## config.mk

```make
export PLATFORM = sky130hd
export DESIGN_NAME = supply_presence_debouncer_core
export DESIGN_NICKNAME = d
export VERILOG_FILES = /design/src/sprd_pkg.sv /design/src/sprd_ring.sv /design/src/sprd_phase.sv /design/src/supply_presence_debouncer_core.sv
export SDC_FILE = /design/constraint.sdc
export NUM_CORES = 1
export LEC_CHECK = 0
export ABC_AREA = 1
export BUFFER_PORTS_ARGS = -buffer_cell sky130_fd_sc_hd__buf_2
export CAP_MARGIN = 5
export CORE_MARGIN = 5
export CORE_UTILIZATION = 38
export CTS_CLUSTER_DIAMETER = 120
export CTS_CLUSTER_SIZE = 30
export DETAILED_ROUTE_END_ITERATION = 10
export GPL_ROUTABILITY_DRIVEN = 1
export GPL_TIMING_DRIVEN = 0
export PLACE_DENSITY = 0.62
export SYNTH_ARGS = -nofsm -noshare
export SYNTH_HDL_FRONTEND = slang
export SYNTH_SLANG_ARGS = --single-unit
```

## constraint.sdc

```tcl
create_clock -name clk -period 5.7 [get_ports clk]
set_input_delay 1.14 -clock clk [delete_from_list [all_inputs] [get_ports clk]]
set_output_delay 1.14 -clock clk [all_outputs]
set_load 0.005 [all_outputs]
```

## src/sprd_pkg.sv

```systemverilog
// Shared types, codes and helpers for the supply presence debouncer.
package sprd_pkg;

  localparam int EVENT_SLOTS_DEF = 16;

  localparam logic [15:0] DEBOUNCE_RESET = 16'd500;

  localparam logic [1:0] CMD_ATTACH  = 2'd0;
  localparam logic [1:0] CMD_REMOVAL = 2'd1;
  localparam logic [1:0] CMD_SERVICE = 2'd2;

  localparam logic [1:0] REG_OFF_HALF   = 2'd0;
  localparam logic [1:0] REG_OFF_STABLE = 2'd1;
  localparam logic [1:0] REG_ON_STABLE  = 2'd2;

  localparam logic [2:0] PH_ON_NEW     = 3'd0;
  localparam logic [2:0] PH_ON_STABLE  = 3'd1;
  localparam logic [2:0] PH_OFF_NEW    = 3'd2;
  localparam logic [2:0] PH_OFF_HALF   = 3'd3;
  localparam logic [2:0] PH_OFF_STABLE = 3'd4;

  localparam logic [4:0] COUNT_MAX = 5'd31;

  typedef struct packed {
    logic wr_en;
    logic wr_removal;
    logic rd_en;
    logic drain;
  } sprd_ring_ctrl_t;

  typedef struct packed {
    logic        load_elapsed;
    logic        eval;
    logic        drained;
    logic        last_removal;
    logic [4:0]  drain_count;
    logic        present;
    logic [31:0] now;
  } sprd_eval_t;

  typedef struct packed {
    logic [2:0] phase;
    logic [4:0] count;
    logic       missed;
    logic       irq_disable;
  } sprd_result_t;

  function automatic logic [4:0] bump(input logic [4:0] n);
    return (n < COUNT_MAX) ? n + 5'd1 : COUNT_MAX;
  endfunction

endpackage

```

## src/sprd_ring.sv

```systemverilog
// Event ring: synchronous event memory with write pointer and fill count.
module sprd_ring #(
  parameter int EVENT_SLOTS = sprd_pkg::EVENT_SLOTS_DEF
) (
  input  logic                      clk,
  input  logic                      rst,
  input  sprd_pkg::sprd_ring_ctrl_t ctrl,
  output logic                      full,
  output logic                      pending,
  output logic [4:0]                drain_count,
  output logic                      rd_removal
);
  import sprd_pkg::*;

  localparam int AW = (EVENT_SLOTS > 1) ? $clog2(EVENT_SLOTS) : 1;
  localparam int FW = $clog2(EVENT_SLOTS + 1);
  localparam logic [AW-1:0] LAST_SLOT = AW'(EVENT_SLOTS - 1);
  localparam logic [FW-1:0] FILL_FULL = FW'(EVENT_SLOTS);

  logic            mem [EVENT_SLOTS];
  logic [AW-1:0]   wr_ptr;
  logic [FW-1:0]   fill;
  logic [AW-1:0]   newest;
  logic [31:0]     fill_ext;

  assign full     = (fill == FILL_FULL);
  assign pending  = (fill != '0);
  assign fill_ext = 32'(fill);
  assign drain_count = (fill_ext > 32'd31) ? COUNT_MAX : fill_ext[4:0];
  // newest entry sits just behind the write pointer
  assign newest   = (wr_ptr == '0) ? LAST_SLOT : wr_ptr - AW'(1);

  always_ff @(posedge clk) begin
    if (ctrl.wr_en) begin
      mem[wr_ptr] <= ctrl.wr_removal;
    end
    if (ctrl.rd_en) begin
      rd_removal <= mem[newest];
    end
  end

  always_ff @(posedge clk) begin
    if (rst) begin
      wr_ptr <= '0;
      fill   <= '0;
    end else if (ctrl.drain) begin
      fill <= '0;
    end else if (ctrl.wr_en) begin
      wr_ptr <= (wr_ptr == LAST_SLOT) ? '0 : wr_ptr + AW'(1);
      fill   <= fill + FW'(1);
    end
  end

endmodule

```

## src/sprd_phase.sv

```systemverilog
// Supply phase tracker: event replay, live status check and debounce timing.
module sprd_phase (
  input  logic                    clk,
  input  logic                    rst,
  input  sprd_pkg::sprd_eval_t    ev,
  input  logic [15:0]             off_half_ms,
  input  logic [15:0]             off_stable_ms,
  input  logic [15:0]             on_stable_ms,
  output logic [2:0]              cur_phase,
  output sprd_pkg::sprd_result_t  res
);
  import sprd_pkg::*;

  logic [2:0]  phase;
  logic [31:0] last_change;
  logic [31:0] elapsed;
  logic [15:0] limit;
  logic        timed_out;

  assign cur_phase = phase;

  always_comb begin
    res.phase       = phase;
    res.count       = '0;
    res.missed      = 1'b0;
    res.irq_disable = 1'b0;
    limit           = '0;
    timed_out       = 1'b0;
    if (ev.drained) begin
      res.phase = ev.last_removal ? PH_OFF_NEW : PH_ON_NEW;
      res.count = ev.drain_count;
    end
    if (res.phase == PH_ON_NEW || res.phase == PH_ON_STABLE) begin
      if (!ev.present) begin
        res.phase       = PH_OFF_NEW;
        res.count       = bump(res.count);
        res.missed      = 1'b1;
        res.irq_disable = 1'b1;
      end
    end else if (ev.present) begin
      res.phase  = PH_ON_NEW;
      res.count  = bump(res.count);
      res.missed = 1'b1;
    end
    if (res.count == '0) begin
      case (res.phase)
        PH_OFF_NEW:  limit = off_half_ms;
        PH_OFF_HALF: limit = off_stable_ms;
        PH_ON_NEW:   limit = on_stable_ms;
        default:     limit = '0;
      endcase
      timed_out = (limit != '0) &&
                  ((elapsed[31:16] != '0) || (elapsed[15:0] >= limit));
      if (timed_out) begin
        res.phase = res.phase + 3'd1;
        res.count = 5'd1;
      end
    end
  end

  always_ff @(posedge clk) begin
    if (ev.load_elapsed) begin
      elapsed <= ev.now - last_change;
    end
  end

  always_ff @(posedge clk) begin
    if (rst) begin
      phase       <= PH_ON_NEW;
      last_change <= '0;
    end else if (ev.eval) begin
      phase <= res.phase;
      if (res.count != '0) begin
        last_change <= ev.now;
      end
    end
  end

endmodule

```

## src/supply_presence_debouncer_core.sv

```systemverilog
// Supply presence debouncer top level: stream ports, sequencer, registers.
// Sequence: a record item or an unused command passes execute and output;
//   a service pass passes execute, evaluate and output, the evaluate step
//   using the newest event fetched from the event memory in execute. One
//   item at a time: a new item is taken only once the last result is output.
// Reset: synchronous, active high; empties the ring, phase on_new, change
//   stamp zero, all three debounce registers 500 ms, no result pending.
module supply_presence_debouncer_core #(
  parameter int EVENT_SLOTS = sprd_pkg::EVENT_SLOTS_DEF
) (
  input  logic        clk,
  input  logic        rst,
  // input stream
  input  logic        s_tvalid,
  output logic        s_tready,
  input  logic [39:0] s_tdata,   // [31:0] now_ms, [32] supply_present, zero pad
  input  logic [1:0]  s_tuser,   // [1:0] command
  // result stream
  output logic        m_tvalid,
  input  logic        m_tready,
  output logic [15:0] m_tdata,   // [2:0] supply_state, [7:3] change_count,
                                 // [8] missed_edge, [9] event_accepted,
                                 // [10] events_pending, [11] io_irq_disable
  // configuration port
  input  logic        psel,
  input  logic        penable,
  input  logic        pwrite,
  input  logic [3:0]  paddr,
  input  logic [31:0] pwdata,
  output logic [31:0] prdata,
  output logic        pready
);
  import sprd_pkg::*;

  typedef enum logic [3:0] {
    ST_IDLE = 4'b0001,
    ST_EXEC = 4'b0010,
    ST_EVAL = 4'b0100,
    ST_DONE = 4'b1000
  } state_t;

  state_t state, state_next;

  // debounce registers
  logic [15:0] off_half_ms;
  logic [15:0] off_stable_ms;
  logic [15:0] on_stable_ms;
  logic        cfg_write;

  // latched item
  logic [1:0]  cmd;
  logic [31:0] now;
  logic        present;
  logic        drained;

  // finished result, waiting for the output register
  logic [2:0]  res_state;
  logic [4:0]  res_count;
  logic        res_missed;
  logic        res_accepted;
  logic        res_pending;
  logic        res_irq;

  sprd_ring_ctrl_t ring_ctrl;
  sprd_eval_t      eval_ctrl;
  sprd_result_t    eval_res;
  logic            ring_full;
  logic            ring_pending;
  logic [4:0]      ring_count;
  logic            ring_removal;
  logic [2:0]      cur_phase;
  logic            is_record;
  logic            out_free;

  // ---------------------------------------------------------------------------
  // Configuration: writes land on the access cycle; reads are combinational.
  // ---------------------------------------------------------------------------
  assign pready    = 1'b1;
  assign cfg_write = psel & penable & pwrite & pready;

  always_ff @(posedge clk) begin
    if (rst) begin
      off_half_ms   <= DEBOUNCE_RESET;
      off_stable_ms <= DEBOUNCE_RESET;
      on_stable_ms  <= DEBOUNCE_RESET;
    end else if (cfg_write) begin
      case (paddr[3:2])
        REG_OFF_HALF:   off_half_ms   <= pwdata[15:0];
        REG_OFF_STABLE: off_stable_ms <= pwdata[15:0];
        REG_ON_STABLE:  on_stable_ms  <= pwdata[15:0];
        default: ;
      endcase
    end
  end

  always_comb begin
    case (paddr[3:2])
      REG_OFF_HALF:   prdata = {16'd0, off_half_ms};
      REG_OFF_STABLE: prdata = {16'd0, off_stable_ms};
      REG_ON_STABLE:  prdata = {16'd0, on_stable_ms};
      default:        prdata = '0;
    endcase
  end

  // ---------------------------------------------------------------------------
  // Sequencer: one item at a time; the output register lets the next transfer
  // in while a result still waits downstream. Hold off transfers during reset.
  // ---------------------------------------------------------------------------
  assign s_tready  = (state == ST_IDLE) && !rst;
  assign out_free  = !m_tvalid || m_tready;
  assign is_record = (cmd == CMD_ATTACH) || (cmd == CMD_REMOVAL);

  always_comb begin
    state_next = state;
    case (state)
      ST_IDLE: if (s_tvalid) state_next = ST_EXEC;
      ST_EXEC: state_next = (cmd == CMD_SERVICE) ? ST_EVAL : ST_DONE;
      ST_EVAL: state_next = ST_DONE;
      ST_DONE: if (out_free) state_next = ST_IDLE;
      default: state_next = ST_IDLE;
    endcase
  end

  always_ff @(posedge clk) begin
    if (rst) begin
      state <= ST_IDLE;
    end else begin
      state <= state_next;
    end
  end

  // latch the item on its transfer
  always_ff @(posedge clk) begin
    if (s_tvalid && s_tready) begin
      cmd     <= s_tuser;
      now     <= s_tdata[31:0];
      present <= s_tdata[32];
    end
    if (state == ST_EXEC) begin
      drained <= ring_pending;
    end
  end

  // ring: write on a record with room, fetch the newest event and empty the
  // ring on a service pass
  always_comb begin
    ring_ctrl.wr_en      = (state == ST_EXEC) && is_record && !ring_full;
    ring_ctrl.wr_removal = (cmd == CMD_REMOVAL);
    ring_ctrl.rd_en      = (state == ST_EXEC) && (cmd == CMD_SERVICE) && ring_pending;
    ring_ctrl.drain      = (state == ST_EVAL) && drained;
  end

  sprd_ring #(
    .EVENT_SLOTS (EVENT_SLOTS)
  ) u_ring (
    .clk         (clk),
    .rst         (rst),
    .ctrl        (ring_ctrl),
    .full        (ring_full),
    .pending     (ring_pending),
    .drain_count (ring_count),
    .rd_removal  (ring_removal)
  );

  // phase: take the elapsed time in execute, settle the phase in evaluate;
  // only the newest drained event decides where replay leaves the phase
  always_comb begin
    eval_ctrl.load_elapsed = (state == ST_EXEC);
    eval_ctrl.eval         = (state == ST_EVAL);
    eval_ctrl.drained      = drained;
    eval_ctrl.last_removal = ring_removal;
    eval_ctrl.drain_count  = ring_count;
    eval_ctrl.present      = present;
    eval_ctrl.now          = now;
  end

  sprd_phase u_phase (
    .clk           (clk),
    .rst           (rst),
    .ev            (eval_ctrl),
    .off_half_ms   (off_half_ms),
    .off_stable_ms (off_stable_ms),
    .on_stable_ms  (on_stable_ms),
    .cur_phase     (cur_phase),
    .res           (eval_res)
  );

  // build the result: records and unused commands in execute, service in
  // evaluate (the ring count is still valid there, drain lands at its edge)
  always_ff @(posedge clk) begin
    if (state == ST_EXEC && cmd != CMD_SERVICE) begin
      res_state    <= cur_phase;
      res_count    <= '0;
      res_missed   <= 1'b0;
      res_irq      <= 1'b0;
      res_accepted <= is_record && !ring_full;
      res_pending  <= ring_pending || (is_record && !ring_full);
    end else if (state == ST_EVAL) begin
      res_state    <= eval_res.phase;
      res_count    <= eval_res.count;
      res_missed   <= eval_res.missed;
      res_irq      <= eval_res.irq_disable;
      res_accepted <= 1'b0;
      res_pending  <= 1'b0;
    end
  end

  // ---------------------------------------------------------------------------
  // Output register: hold until the result transfer completes.
  // ---------------------------------------------------------------------------
  always_ff @(posedge clk) begin
    if (rst) begin
      m_tvalid <= 1'b0;
    end else if (state == ST_DONE && out_free) begin
      m_tvalid <= 1'b1;
    end else if (m_tready) begin
      m_tvalid <= 1'b0;
    end
  end

  always_ff @(posedge clk) begin
    if (state == ST_DONE && out_free) begin
      m_tdata <= {4'd0, res_irq, res_pending, res_accepted, res_missed,
                  res_count, res_state};
    end
  end

endmodule

```

==> results.sh <==
export IMPL_antenna_found_initial=0
export IMPL_io_buffers=88
export IMPL_grt_use_total=0.162
export IMPL_cp_cell_sequence="buf_2 -> clkbuf_1 -> nor2_1 -> inv_1 -> ha_1 -> clkbuf_1 -> clkbuf_1 -> nand2_1 -> nand3_1 -> inv_1 -> ha_1 -> nand2_1 -> inv_1 -> nand3_1 -> inv_1 -> a21oi_1 -> nand4_1 -> nand2_4 -> nand2_8 -> buf_6 -> a21oi_1 -> nor2_1"
export IMPL_cts_reportedPaths_clkPinSlew_ns=0.12
export IMPL_ys_warn_count=0
export IMPL_clock_skew_ns=0.0249
export IMPL_yosys_area_share_xor_xnor=0.0234
export IMPL_dr_wl_met3_um=1610
export IMPL_path_class="flip-flop to flip-flop"
export IMPL_grt_max_degree=32
export IMPL_cp_required_ns=6.08
export IMPL_wl_per_cell_um=14.7
export IMPL_syn_avg_cell_area_um2=8.29
export IMPL_cp_max_fo=10
export IMPL_drv_cap=0
export IMPL_worst_pin_slew_ns=1.09
export IMPL_top_layer="met4"
export IMPL_gp_congestion=0.934
export IMPL_initialDrtViolationCount=684
export IMPL_synth_edf_count=102
export IMPL_run_status="finished clean"
export IMPL_diodes=0
export IMPL_grt_pass1_vias=8830
export IMPL_yosysSeqAreaShare=0.458
export IMPL_report_final_hold_viol_count=0
export IMPL_timing_final_crit_share=0.815
export IMPL_root_buffer="clkbuf_16"
export IMPL_synth_simple_gate_area_frac=0.235
export IMPL_hold_buffers=0
export IMPL_p_per_area_nw_per_um2=221
export IMPL_wl_met2_um=12000
export IMPL_crit_arrival_ns=5.02
export IMPL_syn_area_um2=11200
export IMPL_async_flop_share=0
export IMPL_post_cts_resized=0
export IMPL_cts_sinks=206
export IMPL_cts_buffers=11
export IMPL_rows=63
export IMPL_cpPeakStageDelay_ns=0.54
export IMPL_vias=9177
export IMPL_grt_pass1_wl_um=44900
export IMPL_dp_hpwl_um=20900
export IMPL_drive_above_1_share=0.133
export IMPL_final_nets=1625
export IMPL_drc=0
export IMPL_p_leak_nw=5.34
export IMPL_grt_overflow_total=0
export IMPL_post_cts_buffers=0
export IMPL_die_y_um=182
export IMPL_clock_fmax_mhz=215
export IMPL_placed_area_um2=12300
export IMPL_drtAntennaViolNets=0
export IMPL_ys_flop_type="dfxtp_1"
export IMPL_ir_drop_mv=0.170
export IMPL_coreArea_um2=29400
export IMPL_firstDrtPassIters=5
export IMPL_ys_types=46
export IMPL_cp_start_kind="flip-flop"
export IMPL_syn2layout_area_growth_pct=12.4
export IMPL_synth_mux_area_frac=0
export IMPL_ios=136
export IMPL_fin_area_um2=12600
export IMPL_synthAdderAreaFrac=0.0675
export IMPL_clk_latency_ns=0.48
export IMPL_rsz0062_at_grt="false"
export IMPL_critical_path_most_common_cell="inv_1"
export IMPL_ys_seq_elements=206
export IMPL_die_area_um2=33100
export IMPL_final_max_slew_viol_count=0
export IMPL_pre_cts_ws_ns=1.06
export IMPL_synth_compound_area_frac=0.116
export IMPL_clock_path_buffers=3
export IMPL_setup_violations=0
export IMPL_fillers=2967
export IMPL_cts_tree="yes"
export IMPL_max_slew_margin=0.273
export IMPL_fin_setup_tns_ns=0
export IMPL_hold_path_class="flip-flop to flip-flop"
export IMPL_wirelength_um=27500
export IMPL_period_minus_slack_ns=4.65
export IMPL_fin_cells=1874
export IMPL_syn_inst=1355
export IMPL_htreeDepth=1
export IMPL_crit_path_end_kind="flip-flop"
export IMPL_dp_cells=1857
export IMPL_m1WireLength_um=13200
export IMPL_die_x_um=182
export IMPL_routed_via_density=4.90
export IMPL_synth_top_family_by_area="simple AND/OR/NAND/NOR gates"
export IMPL_slowest_stage="clkbuf_1"
export IMPL_layout_setup_ws_ns=1.05
export IMPL_start_util=0.382
-- layout by cell type, fill, tap and decap left out, types with 9 or more instances in the layout --
| cell type | netlist | routed |
|---|---|---|
| inv_1 | 182 | 182 |
| clkbuf_1 | 22 | 25 |
| xnor2_1 | 9 | 9 |
| buf_2 | 8 | 96 |
| conb_1 | 2 | 21 |
| nor3_1 | 12 | 11 |
| xor2_1 | 21 | 21 |
| buf_4 | 21 | 22 |
| edfxtp_1 | 102 | 102 |
| nand3_1 | 99 | 99 |
| nor2_1 | 153 | 153 |
| o211ai_1 | 18 | 18 |
| nand4_1 | 11 | 11 |
| dfxtp_1 | 104 | 104 |
| ha_1 | 59 | 59 |
| nand3_2 | 31 | 31 |
| a21oi_1 | 100 | 100 |
| o21ai_0 | 76 | 76 |
| o221ai_1 | 10 | 10 |
| clkbuf_16 | 0 | 11 |
| nand2_1 | 242 | 242 |
| buf_6 | 10 | 14 |
-- metal layers --
| metal | vias to the layer above | global-route usage |
|---|---|---|
| met5 | - | 0 |
| met4 | 0 | 0.0453 |
| met3 | 40 | 0.0228 |
| met2 | 280 | 0.258 |
| met1 | 4148 | 0.232 |
| li1 | 4709 | - |
-- worst max-delay path, delay by kind of cell (launching register included) --
| kind | cells | cell delay (ns) |
|---|---|---|
| compound gates | 2 | 0.31 |
| simple gates | 9 | 1.29 |
| fa+ha+maj | 2 | 0.42 |
| flops | 1 | 0.42 |
| buf+inv | 9 | 2.10 |
-- through the flow --
stage | utilization | power, mW | hold slack [ns]
2_1_floorplan | - | 1.84 | 0.400
3_3_place_gp | 0.416 | 1.94 | 0.409
3_5_place_dp | 0.418 | 1.94 | 0.405
4_1_cts | 0.429 | 2.83 | 0.421
5_1_grt | 0.429 | 2.91 | 0.419
6_report | 0.429 | 2.79 | 0.411
-- registers in the layout, summed over array words and instances, names as in the netlist, 2 cells and up --
register             cells
now                     32
u_phase.elapsed         32
u_phase.last_change     32
off_half_ms             16
off_stable_ms           16
on_stable_ms            16
u_ring.mem              16
m_tdata                 12
res_count                5
u_ring.fill              5
state                    4
u_ring.wr_ptr            4
res_state                3
u_phase.cur_phase        3
cmd                      2
-- cell families after synthesis --
logic type / after synthesis
simple gates: 573
compound gates: 233
fa+ha+maj: 60
xor+xnor: 30
buf+inv: 251
other cells: 2
flops: 206
-- final cells by class --
cell class / instances / area, µm² / share of cell area
flip-flops and latches: 206 / 5140 / 0.408
multi-input cells: 917 / 5060 / 0.401
inverters: 187 / 707 / 0.0560
repair buffers: 93 / 493 / 0.0391
well taps: 390 / 488 / 0.0387
plain buffers: 64 / 404 / 0.0320
clock buffers: 14 / 287 / 0.0227
clock inverters: 3 / 41.3 / 0.00327
-- power breakdown --
group,switching [mW],internal [mW],total (mW)
Combinational,0.190,0.112,0.301
Clock,0.500,0.378,0.878
Sequential,0.0196,1.59,1.61
-- cell usage after synthesis, types with 3 or more instances --
cell type,instances,area (µm²)
a21boi_0,3,22.5
a21o_1,7,52.6
a21oi_1,100,500
a31oi_1,5,31.3
buf_1,3,11.3
buf_2,8,40.0
buf_4,21,158
buf_6,10,113
clkbuf_1,22,82.6
dfxtp_1,104,2080
edfxtp_1,102,3060
ha_1,59,738
inv_1,182,683
nand2_1,242,908
nand2_2,5,31.3
nand2_4,3,33.8
nand3_1,99,495
nand3_2,31,310
nand4_1,11,68.8
nor2_1,153,574
nor3_1,12,60.1
nor4_1,7,43.8
o211ai_1,18,135
o21ai_0,76,380
o21ai_1,4,20.0
o221ai_1,10,87.6
xnor2_1,9,78.8
xor2_1,21,184
-- worst paths after layout --
| path | to | slack (ns) | startpoint | cells past startpoint |
|---|---|---|---|---|
| worst max-delay path | u_phase.last_change[28] | 1.05 | present | 22 |
| worst min-delay path | m_tdata[10] | 0.41 | res_pending | 0 |
| worst max register to register | u_phase.last_change[28] | 1.05 | present | 22 |
| worst min register to register | m_tdata[10] | 0.41 | res_pending | 0 |
Note: power is estimated with default switching activity, not from simulation.
